===== config.mk =====
export PLATFORM = sky130hd
export DESIGN_NAME = lzbd_ctrl
export DESIGN_NICKNAME = d
export VERILOG_FILES = /design/src/rtl/lzbd_pkg.sv /design/src/rtl/lzbd_ctrl.sv
export SDC_FILE = /design/constraint.sdc
export NUM_CORES = 1
export LEC_CHECK = 0
export ABC_AREA = 1
export ABC_CLOCK_PERIOD_IN_PS = 6900
export BUFFER_PORTS_ARGS = -buffer_cell sky130_fd_sc_hd__buf_2
export CORE_ASPECT_RATIO = 0.6
export CORE_MARGIN = 2
export CORE_UTILIZATION = 44
export DETAILED_ROUTE_END_ITERATION = 12
export PLACE_DENSITY = 0.62
export SETUP_SLACK_MARGIN = 0.5
export SYNTH_ARGS = -nofsm -noshare
export SYNTH_HDL_FRONTEND = slang
export SYNTH_SLANG_ARGS = --single-unit
export TNS_END_PERCENT = 100

===== constraint.sdc =====
create_clock -name clk -period 6.9 [get_ports clk]
set_input_delay 1.38 -clock clk [delete_from_list [all_inputs] [get_ports clk]]
set_output_delay 1.38 -clock clk [all_outputs]
set_load 0.03 [all_outputs]

===== src/rtl/lzbd_pkg.sv =====
// Package for the LZ4 block sequence decoder: phase and status codes,
// window constants and the structs passed between control, window and packer.
// No dependencies.
`default_nettype none

package lzbd_pkg;

  localparam int unsigned WIN_BYTES = 65536;
  localparam int unsigned WIN_AW    = 16;
  localparam int unsigned BSIZE_W   = 23;
  localparam int unsigned MAX_RES   = 32;

  localparam logic [3:0] NIB_EXT   = 4'hF;
  localparam logic [7:0] BYTE_EXT  = 8'hFF;
  localparam logic [7:0] MATCH_MIN = 8'd4;

  typedef enum logic [2:0] {
    PH_TOKEN,
    PH_LITLEN,
    PH_LITRUN,
    PH_OFFLO,
    PH_OFFHI,
    PH_MATCHLEN,
    PH_DONE,
    PH_ERROR
  } lzbd_phase_t;

  typedef enum logic [1:0] {
    ST_RUN  = 2'd0,
    ST_DONE = 2'd1,
    ST_ERR  = 2'd2
  } lzbd_status_t;

  typedef struct packed {
    logic         vld;
    logic         empty;
    logic         last;
    logic [7:0]   data;
    lzbd_status_t status;
  } lzbd_pack_req_t;

  typedef struct packed {
    logic emit;
    logic add;
  } lzbd_pack_rdy_t;

  typedef struct packed {
    logic              wr_en;
    logic [7:0]        wr_data;
    logic              rd_en;
    logic [WIN_AW-1:0] off;
  } lzbd_win_req_t;

endpackage

`default_nettype wire


===== src/rtl/lzbd_ctrl.sv =====
// Sequence control: token/length/offset phase machine, block byte count,
// match copy engine driving the window read port. Depends on lzbd_pkg.
`default_nettype none

module lzbd_ctrl import lzbd_pkg::*; #(
  parameter int unsigned MAX_BLOCK_BYTES = 4194304
) (
  input  logic               clk,
  input  logic               rst_n,
  input  logic               in_valid,
  input  logic [7:0]         in_byte,
  output logic               in_ready,
  input  logic               cfg_valid,
  input  logic [BSIZE_W-1:0] cfg_data,
  output logic               cfg_ready,
  output lzbd_win_req_t      win_req,
  input  logic [7:0]         win_src,
  output lzbd_pack_req_t     pk_req,
  input  lzbd_pack_rdy_t     pk_rdy
);

  localparam logic [BSIZE_W-1:0] MAX_BS = BSIZE_W'(MAX_BLOCK_BYTES);

  lzbd_phase_t        phase_r, phase_nxt;
  logic [31:0]        lit_rem_r, lit_rem_nxt;
  logic [3:0]         mnib_r, mnib_nxt;
  logic [15:0]        off_r, off_nxt;
  logic [BSIZE_W-1:0] cons_r, cons_nxt;
  logic [BSIZE_W-1:0] bsize_r, bsize_nxt;
  logic [7:0]         cp_rem_r, cp_rem_nxt;
  logic               av_r, av_nxt;
  logic               alast_r, alast_nxt;

  logic               idle;
  logic               in_fire;
  logic               consume;
  logic               issue;
  logic [32:0]        lit_sum;
  logic [BSIZE_W-1:0] cons_inc;
  logic [15:0]        off_full;

  always_comb begin
    phase_nxt   = phase_r;
    lit_rem_nxt = lit_rem_r;
    mnib_nxt    = mnib_r;
    off_nxt     = off_r;
    cons_nxt    = cons_r;
    bsize_nxt   = bsize_r;
    cp_rem_nxt  = cp_rem_r;
    av_nxt      = av_r;
    alast_nxt   = alast_r;

    idle      = cp_rem_r == 8'd0 && !av_r;
    in_ready  = idle && pk_rdy.emit;
    cfg_ready = 1'b1;
    in_fire   = in_valid && in_ready;
    consume   = av_r && (alast_r ? pk_rdy.emit : pk_rdy.add);
    issue     = cp_rem_r != 8'd0 && (!av_r || consume);
    lit_sum   = {1'b0, lit_rem_r} + 33'(in_byte);
    cons_inc  = cons_r + 1'b1;
    off_full  = {in_byte, off_r[7:0]};

    pk_req          = '0;
    pk_req.status   = ST_RUN;
    win_req         = '0;
    win_req.off     = off_r;
    win_req.rd_en   = issue;

    if (issue) begin
      cp_rem_nxt = cp_rem_r - 8'd1;
      av_nxt     = 1'b1;
      alast_nxt  = cp_rem_r == 8'd1;
    end else if (consume) begin
      av_nxt = 1'b0;
    end

    if (consume) begin
      pk_req.vld      = 1'b1;
      pk_req.data     = win_src;
      pk_req.last     = alast_r;
      win_req.wr_en   = 1'b1;
      win_req.wr_data = win_src;
    end

    if (in_fire) begin
      pk_req.vld   = 1'b1;
      pk_req.empty = 1'b1;
      pk_req.last  = 1'b1;
      if (phase_r == PH_DONE) begin
        pk_req.status = ST_DONE;
      end else if (phase_r == PH_ERROR) begin
        pk_req.status = ST_ERR;
      end else if (cons_r >= bsize_r) begin
        phase_nxt     = PH_ERROR;
        pk_req.status = ST_ERR;
      end else begin
        cons_nxt = cons_inc;
        case (phase_r)
          PH_TOKEN: begin
            mnib_nxt    = in_byte[3:0];
            lit_rem_nxt = 32'(in_byte[7:4]);
            if (in_byte[7:4] == 4'd0) begin
              phase_nxt = PH_OFFLO;
            end else if (in_byte[7:4] == NIB_EXT) begin
              phase_nxt = PH_LITLEN;
            end else begin
              phase_nxt = PH_LITRUN;
            end
          end
          PH_LITLEN: begin
            lit_rem_nxt = lit_sum[32] ? '1 : lit_sum[31:0];
            if (in_byte != BYTE_EXT) begin
              phase_nxt = PH_LITRUN;
            end
          end
          PH_LITRUN: begin
            win_req.wr_en   = 1'b1;
            win_req.wr_data = in_byte;
            pk_req.empty    = 1'b0;
            pk_req.data     = in_byte;
            if (lit_rem_r != 32'd0) begin
              lit_rem_nxt = lit_rem_r - 32'd1;
            end
            if (lit_rem_r <= 32'd1) begin
              if (cons_inc == bsize_r) begin
                phase_nxt     = PH_DONE;
                pk_req.status = ST_DONE;
              end else begin
                phase_nxt = PH_OFFLO;
              end
            end
          end
          PH_OFFLO: begin
            off_nxt   = {8'h00, in_byte};
            phase_nxt = PH_OFFHI;
          end
          PH_OFFHI: begin
            off_nxt = off_full;
            if (off_full == 16'd0) begin
              phase_nxt     = PH_ERROR;
              pk_req.status = ST_ERR;
            end else begin
              pk_req.vld = 1'b0;
              cp_rem_nxt = 8'(mnib_r) + MATCH_MIN;
              phase_nxt  = (mnib_r == NIB_EXT) ? PH_MATCHLEN : PH_TOKEN;
            end
          end
          PH_MATCHLEN: begin
            if (in_byte != 8'd0) begin
              pk_req.vld = 1'b0;
              cp_rem_nxt = in_byte;
            end
            if (in_byte != BYTE_EXT) begin
              phase_nxt = PH_TOKEN;
            end
          end
          default: begin
            phase_nxt     = PH_ERROR;
            pk_req.status = ST_ERR;
          end
        endcase
      end
    end

    if (cfg_valid) begin
      bsize_nxt   = (cfg_data > MAX_BS) ? MAX_BS : cfg_data;
      phase_nxt   = PH_TOKEN;
      lit_rem_nxt = '0;
      mnib_nxt    = '0;
      off_nxt     = '0;
      cons_nxt    = '0;
    end
  end

  always_ff @(posedge clk) begin
    if (!rst_n) begin
      phase_r   <= PH_TOKEN;
      lit_rem_r <= '0;
      mnib_r    <= '0;
      off_r     <= '0;
      cons_r    <= '0;
      bsize_r   <= '0;
      cp_rem_r  <= '0;
      av_r      <= 1'b0;
      alast_r   <= 1'b0;
    end else begin
      phase_r   <= phase_nxt;
      lit_rem_r <= lit_rem_nxt;
      mnib_r    <= mnib_nxt;
      off_r     <= off_nxt;
      cons_r    <= cons_nxt;
      bsize_r   <= bsize_nxt;
      cp_rem_r  <= cp_rem_nxt;
      av_r      <= av_nxt;
      alast_r   <= alast_nxt;
    end
  end

endmodule

`default_nettype wire


======== Word-level counts from Yosys, hierarchy flattened ========
Index checks and enable logic that the tools add are counted.
storage, ports and cells
  register bits ........................... 111
  input port bits ......................... 45
  output and inout port bits .............. 41
  logic and storage cells ................. 117
operators by class
  add/sub/neg operators ................... 5
  magnitude comparators ................... 3
  equality and inequality tests ........... 16
  muxes and demuxes ....................... 53
  bitwise gates (word level) .............. 5
  reductions and logical operators ........ 25
operators with widths
  kind                   number
  $pmux 32 s3            1
  $mux 8                 11
  $mux 32                2
  $mux 9                 7
  $add 32x8->33          1
  $le 32x1->1 const B    1
  $pmux 16 s2            1
  $reduce_bool 32->1     1
  $sub 32x1->32 const B  1
  $add 23x1->23 const B  1
  $eq 23x23->1           1
  $ge 23x23->1           1
  $gt 23x23->1 const B   1
  $mux 23                1
  $mux 3                 7
  $mux 2                 9
  $pmux 3 s6             1
  $reduce_and 6->1       3
  $logic_not 16->1       1
  $pmux 8 s2             1
  $reduce_bool 8->1      2
  $mux 13                1
  $eq 3x3->1 const B     4
  $reduce_and 5->1       2
  24 further kinds       45

======== Longest topological paths before layout ========
Gate-level depths: netlist of run 1.
  depth in word-level cells ............... 11
  depth in mapped cells ................... 17
  gate-level depth less buffers ........... 16

======== Least setup slack after synthesis of run 1 ========
No wires, ideal clock.
  path kind ............................... input port to output port
  start point ............................. input port pk_rdy[1] (netlist name)
  end point ............................... output port win_req[17] (netlist name)
  data arrival time ....................... 3115 ps
  setup slack ............................. 2405 ps
  cell stages on the path ................. 7
  path buffers ............................ 1
  cell sequence ........................... nand3_2 nor2_4 nand2_4 nor2_8 nand2_1 o21ai_0 buf_4
RTL lines
  what             RTL line         RTL
  start, declared  lzbd_ctrl.sv:19  input lzbd_pack_rdy_t pk_rdy
  end, declared    lzbd_ctrl.sv:16  output lzbd_win_req_t win_req,

==> impl_metrics.yaml, run 1 <==
timing:
  tightest_slew_ns: 1.16
  finClkSkew_ns: 0.0152
  post-route-min-period_ns: 5.01
  setup_tns_ns: 0
  fmax_mhz: 200
  slew_headroom_pct: 22.0
  finalMaxSlewViolations: 0
  finalSetupViolCount: 0
  rsz0062_at_grt: "no"
  fin_crit_sh_pct: 72.6
  hold_viol_final: 0
clock_tree:
  cts_tree: "done"
  clk_latency_ns: 0.39
  cts_root_buf: "clkbuf_16"
  cts.path.max_buffers: 2
  cts_setup_buffers: 0
  postCtsResizedCells: 0
  clock-sinks: 111
  clk_pin_slew_ns: 0.08
  cts_hold_buffers: 0
  cts_made_buffers: 9
  htreeDepth: 3
worst_setup_path:
  cp-start-kind: "flop"
  rr_startpoint: "cons_r[0]"
  worstPathRequired_ns: 5.52
  cpPeakStageDelay_ns: 0.48
  cp_cell_sequence: "inv_1 -> ha_1 -> nand2_1 -> nand3b_1 -> nor2_1 -> nand2_1 -> nand2_1 -> nor2_1 -> nand2_1 -> nor2_1 -> nand3_1 -> o21ai_0 -> buf_2"
  rr_worst_depth: 15
  arrival_ns: 3.63
  slowest_stage: "o21ai_0"
  worst_setup_path_end_kind: "output port"
  crit_path_start: "cons_r[0]"
  path_class: "reg -> out"
  cpMostUsedCell: "nand2_1"
  crit_fanout: 10
die:
  die_h_um: 113
  io_pins: 86
  die_width_um: 186
  dieArea_um2: 21100
  start_util_pct: 45.4
  core-area_um2: 19300
  num_rows: 39
logic_synthesis:
  yosys.area_share.xor_xnor_pct: 2.70
  synth.distinct_cells: 49
  yosys.area_share.adder_pct: 5.52
  syn-instance-count: 1458
  synth.mux.area_fraction_pct: 0
  syn_area_per_cell_um2: 6.00
  syn_nets: 1541
  yosys.area_share.simple_pct: 38.5
  synth_top_family_by_area: "simple AND/OR/NAND/NOR gates"
  async_flop_share_pct: 0
  syn-cell-area_um2: 8750
  synth-edff-count: 0
  ys_seq_elements: 111
  ys.flop_type: "dfxtp_1"
  synth_compound_area_share_pct: 17.3
  seq_area_frac_synth_pct: 25.4
  ys_warn_count: 0
placement:
  dp_hpwl_mm: 26.0
  portBuffers: 84
  dpl_cell_area_um2: 9270
  place.gp.congestion: 1.03
layout:
  stdcell_area_um2: 9560
  final_common_cell: "nand2_1"
  final_nets: 1583
  seqCellArea_um2: 2220
  antenna_cells: 0
  layout_common_cells: "325 x nand2_1, 207 x nor2_1, 153 x inv_1, 141 x nand3_1, 133 x o21ai_0"
  n_fill_cell: 2049
  multi_input_area_um2: 5620
  drive_gt1_share_pct: 9.17
  area_growth_pct: 9.22
drt:
  wl_mm: 33.3
  drc: 0
  wl_per_cell_um: 18.8
  ant_nets: 0
  num_vias: 10000
  initialDrtViolationCount: 1345
  drt-vias-per-instance: 5.67
  dr.pass1.iters: 6
power:
  switching_share_pct: 45.1
  leakage_uw: 0.00434
  pwr-share-seq_pct: 33.4
  ir_drop_mv: 0.133
  pwr-share-comb_pct: 42.3
  powerDensity_nw_per_um2: 234
  internal-power_uw: 1230
  switchingPower_uw: 1010
  power_frac_clock_pct: 24.3
run:
  drv_cap: 0
grt:
  grt_pass1_wl_mm: 50.7
  track_usage_pct: 32.2
  gr-total-overflow: 0
  antenna_found_initial: 0
  grt_pass1_vias: 8489
  grt_max_degree: 66
worst_hold_path:
  min_from: "off_r[0]"
  min_path_type: "reg -> reg"
  hold_path_depth: 2
status:
  run_status: "finished, final reports clean"
flip-flops by register name (all words and copies together), names as in the netlist:
name       count
phase_r        3
mnib_r         4
alast_r        1
bsize_r       23
av_r           1
off_r         16
cons_r        23
lit_rem_r     32
cp_rem_r       8
power groups by stage:
| stage | clock, uW | sequential, uW | combinational [uW] |
|---|---|---|---|
| 4_1_cts | 557 | 743 | 914 |
| 3_5_place_dp | 0 | 758 | 909 |
| 6_report | 543 | 746 | 945 |
| 2_1_floorplan | 0 | 737 | 692 |
| 3_3_place_gp | 0 | 758 | 909 |
| 5_1_grt | 578 | 752 | 1030 |
logic make-up after synthesis:
logic type               count (synthesis)
flip-flops                             111
AO/OA/AOI/OAI                          285
other                                    1
buffers and inverters                  223
XOR/XNOR                                27
AND/OR/NAND/NOR                        773
adder cells (fa/ha/maj)                 38
cells in the mapped netlist, types with 2 or more instances:
master    number  area [um^2]
nor3_2         4         40.0
clkbuf_2       3         15.0
inv_2          6         22.5
o21bai_1       2         15.0
nand2_1      325         1220
or2_2          3         18.8
ha_1          37          463
nand4_1       36          225
buf_4         12         90.1
o21ai_1       23          115
a211oi_1       7         52.6
o21ai_0      134          671
inv_1        153          574
buf_6          3         33.8
o22ai_1        4         25.0
dfxtp_1      111         2220
o211ai_1       2         15.0
xnor2_1        5         43.8
a31oi_1        5         31.3
o221ai_1       2         17.5
nor2_2         2         12.5
nor3_1        22          110
buf_2         11         55.1
nand3b_1       3         22.5
clkinv_1       2         7.51
clkbuf_1      32          120
o21a_1         2         15.0
a21oi_1       95          475
nor4_1        15         93.8
nor2_1       208          781
a21o_1         2         15.0
nand2_2        3         18.8
nand3_1      141          706
nor2_4         5         56.3
a32o_1         3         30.0
xor2_1        22          193
layout make-up:
| class | instances | area share [%] |
|---|---|---|
| repair buffers | 93 | 5.11 |
| clock inverters | 6 | 0.550 |
| well taps | 266 | 3.48 |
| flip-flops and latches | 111 | 23.3 |
| multi-input cells | 1124 | 58.8 |
| inverters | 161 | 6.32 |
| clock buffers | 10 | 2.50 |
final timing paths:
| path | endpoint | slack [ns] |
|---|---|---|
| max | win_req[18] | 1.89 |
| min | off_r[0] | 0.48 |
| max reg2reg | lit_rem_r[27] | 2.76 |
| min reg2reg | off_r[0] | 0.48 |
stage by stage:
stage	power, uW	instances	worst slack [ns]	utilization [%]	hold WS (ns)
2_1_floorplan	1430	1458	2.40	-	0.443
6_report	2230	1771	1.89	49.6	0.485
4_1_cts	2210	1771	2.03	49.6	0.489
3_5_place_dp	1670	1755	2.22	48.1	0.477
5_1_grt	2360	1771	1.71	49.6	0.525
3_3_place_gp	1670	1755	2.23	48.1	0.468
critical path: cells and delay by family, from the launching register on:
| family | cells | cell delay, ns |
|---|---|---|
| buf+inv | 2 | 0.40 |
| simple gates | 9 | 1.60 |
| fa+ha+maj | 1 | 0.32 |
| compound gates | 1 | 0.48 |
| flops | 1 | 0.42 |
layer usage:
metal,vias up,wire (um),global-route usage [%]
met5,-,78,2.82
met4,2,200,4.15
met3,20,5730,16.0
met2,589,10200,33.8
met1,4513,17100,53.7
li1,4917,-,-
No activity file was read; power rests on OpenSTA's default activity.
==> run 2: changes to the inputs <==
--- a/config.mk
+++ b/config.mk
@@ -6,7 +6,7 @@
 export NUM_CORES = 1
 export LEC_CHECK = 0
 export ABC_AREA = 1
-export ABC_CLOCK_PERIOD_IN_PS = 6900
+export ABC_CLOCK_PERIOD_IN_PS = 5000
 export BUFFER_PORTS_ARGS = -buffer_cell sky130_fd_sc_hd__buf_2
 export CORE_ASPECT_RATIO = 0.6
 export CORE_MARGIN = 2
==> constraint.sdc (replaced) <==
create_clock -name clk -period 5 [get_ports clk]
set_input_delay 1 -clock clk [delete_from_list [all_inputs] [get_ports clk]]
set_output_delay 1 -clock clk [all_outputs]
set_load 0.03 [all_outputs]
==> run 2 against run 1 <==
Net effect: clock skew shrank 0.0028 ns; first-iteration DRC count shrank 3.9%; final cell count rose by 0.34%; setup slack got worse by 1.2 ns; non-clock buffer count rose by 6; count of clock-buffer cells in the layout decreased by 1; register-to-register slack got worse by 1.4 ns; sequential share of layout area decreased by 0.17 points; die area unchanged; design area up 0.72%; sequential cell count did not move; via count rose by 0.12%; highest routed layer is now met4.
==> impl_metrics.yaml, run 2 (same netlist as run 1, synthesis figures left out) <==
status:
  run_status: "finished, final reports clean"
power:
  internal-power_uw: 1730
  pwr-share-comb_pct: 42.3
  power_frac_clock_pct: 24.9
  switching_share_pct: 44.7
  total_power_uw: 3130
  powerDensity_nw_per_um2: 325
  leakage_uw: 0.00438
  pwr-share-seq_pct: 32.8
  ir_drop_mv: 0.222
  switchingPower_uw: 1400
layout:
  final_nets: 1589
  largest_reg_flops: 32
  n_fill_cell: 2091
  drive_gt1_share_pct: 9.66
  final_common_cell: "nand2_1"
  antenna_cells: 0
  regMostFlops: "lit_rem_r"
  area_growth_pct: 10.0
  post-route-util_pct: 49.9
  reg_top3: "lit_rem_r x32, bsize_r x23, cons_r x23"
  layout_common_cells: "325 x nand2_1, 205 x nor2_1, 153 x inv_1, 141 x nand3_1, 132 x o21ai_0"
worst_setup_path:
  crit_fanout: 5
  cpPeakStageDelay_ns: 0.44
  path_delay_family: "simple AND/OR/NAND/NOR gates"
  slowest_stage: "nor3_2"
  cpMostUsedCell: "nand2_1"
  arrival_ns: 3.32
  cp-start-kind: "flop"
  path_class: "reg -> out"
  worstPathRequired_ns: 4.00
  worst_setup_path_end_kind: "output port"
  crit_buf_inv: 1
  cp_cell_sequence: "ha_1 -> nand2_1 -> nor2_1 -> nand2_1 -> nand2_1 -> nand2_1 -> nand2_1 -> nand2_1 -> nor2_1 -> nand3_1 -> nor3_2 -> nand3_1 -> a21oi_1 -> buf_2"
drt:
  wl_per_cell_um: 19.5
  dr.pass1.iters: 7
  initialDrtViolationCount: 1292
  num_vias: 10100
  drc: 0
  drt-vias-per-instance: 5.66
  wl_mm: 34.6
  ant_nets: 0
grt:
  antenna_found_initial: 0
  grt_pass1_wl_mm: 52.7
  track_usage_pct: 33.8
  gr-total-overflow: 0
  grt_max_degree: 39
  grt_pass1_vias: 8538
worst_hold_path:
  min_path_type: "reg -> reg"
clock_tree:
  clock-sinks: 111
  cts_made_buffers: 9
  cts_tree: "done"
  clk_pin_slew_ns: 0.08
  htreeDepth: 3
  cts_root_buf: "clkbuf_16"
  clk_latency_ns: 0.38
  cts.path.max_buffers: 2
die:
  core-area_um2: 19300
  start_util_pct: 45.4
  dieArea_um2: 21100
  die_width_um: 186
  die_h_um: 113
  io_pins: 86
  num_rows: 39
timing:
  slew_headroom_pct: 34.2
  setup_tns_ns: 0
  finalSetupViolCount: 0
  hold_viol_final: 0
  fmax_mhz: 231
  finClkSkew_ns: 0.0124
  post-route-min-period_ns: 4.32
  tightest_slew_ns: 0.985
  finalMaxSlewViolations: 0
  fin_crit_sh_pct: 86.4
  rsz0062_at_grt: "no"
placement:
  portBuffers: 84
  place.gp.congestion: 0.999
  dp_hpwl_mm: 27.3
run:
  drv_cap: 0
==> run 2: cell count changes in the layout (fill, tap and decap cells not counted), sizes merged <==
| cell | change |
|---|---|
| bufinv | +1 |
| inv | -1 |
| buf | +6 |
| clkinv | +2 |
| clkbuf | -1 |
| clkinvlp | -1 |
==> run 2: power by group through the flow <==
stage / clock [uW] / combinational (uW) / sequential (uW)
finish: 780 / 1320 / 1030
global route: 833 / 1460 / 1040
CTS: 796 / 1280 / 1020
detailed placement: 0 / 1270 / 1040
global placement: 0 / 1280 / 1050
floorplan: 0 / 955 / 1020
==> run 2: final timing paths <==
check	startpoint	slack (ns)	end	depth (start not counted)
setup / recovery	cons_r[0]	0.68	pk_req[0]	14
hold / removal	off_r[6]	0.50	off_r[6]	2
setup reg to reg	phase_r[0]	1.40	lit_rem_r[29]	14
hold reg to reg	off_r[6]	0.50	off_r[6]	2
==> run 2: tightest hold or removal path: stages (launching register included) <==
cell and delay, ns:
dfxtp_1 0.33, nand2_1 0.06, a21oi_1 0.06
==> run 2: area by class of cell <==
| type | instances | area, um^2 | share of cell area, % |
|---|---|---|---|
| Multi-Input combinational cell | 1124 | 5630 | 58.5 |
| Sequential cell | 111 | 2220 | 23.1 |
| Inverter | 161 | 604 | 6.28 |
| Timing Repair Buffer | 99 | 533 | 5.54 |
| Tap cell | 266 | 333 | 3.46 |
| Clock buffer | 9 | 225 | 2.34 |
| Clock inverter | 7 | 80.1 | 0.832 |
==> run 2: repair_timing <==
action	4_1_cts	5_1_grt
hold endpoints to repair	0	0
setup buffers	0	0
hold buffers	0	0
setup endpoints to repair	0	9
gates resized for setup	0	4
==> run 2: metrics by stage <==
| stage | hold slack [ns] | instances | area (um^2) | setup slack, ns |
|---|---|---|---|---|
| floorplan | 0.443 | 1458 | 8750 | 1.20 |
| global placement | 0.473 | 1761 | 9310 | 1.10 |
| detailed placement | 0.479 | 1761 | 9310 | 1.11 |
| CTS | 0.496 | 1777 | 9620 | 0.680 |
| global route | 0.531 | 1777 | 9630 | 0.510 |
| finish | 0.497 | 1777 | 9630 | 0.678 |
==> run 2: routing by layer <==
metal	vias up	part of all wire [%]	GRT usage, %
met4	0	0.49	4.88
met1	4484	52	56.7
li1	4936	-	-
met2	622	30	34.0
met3	11	17	18.7
met5	-	0	0
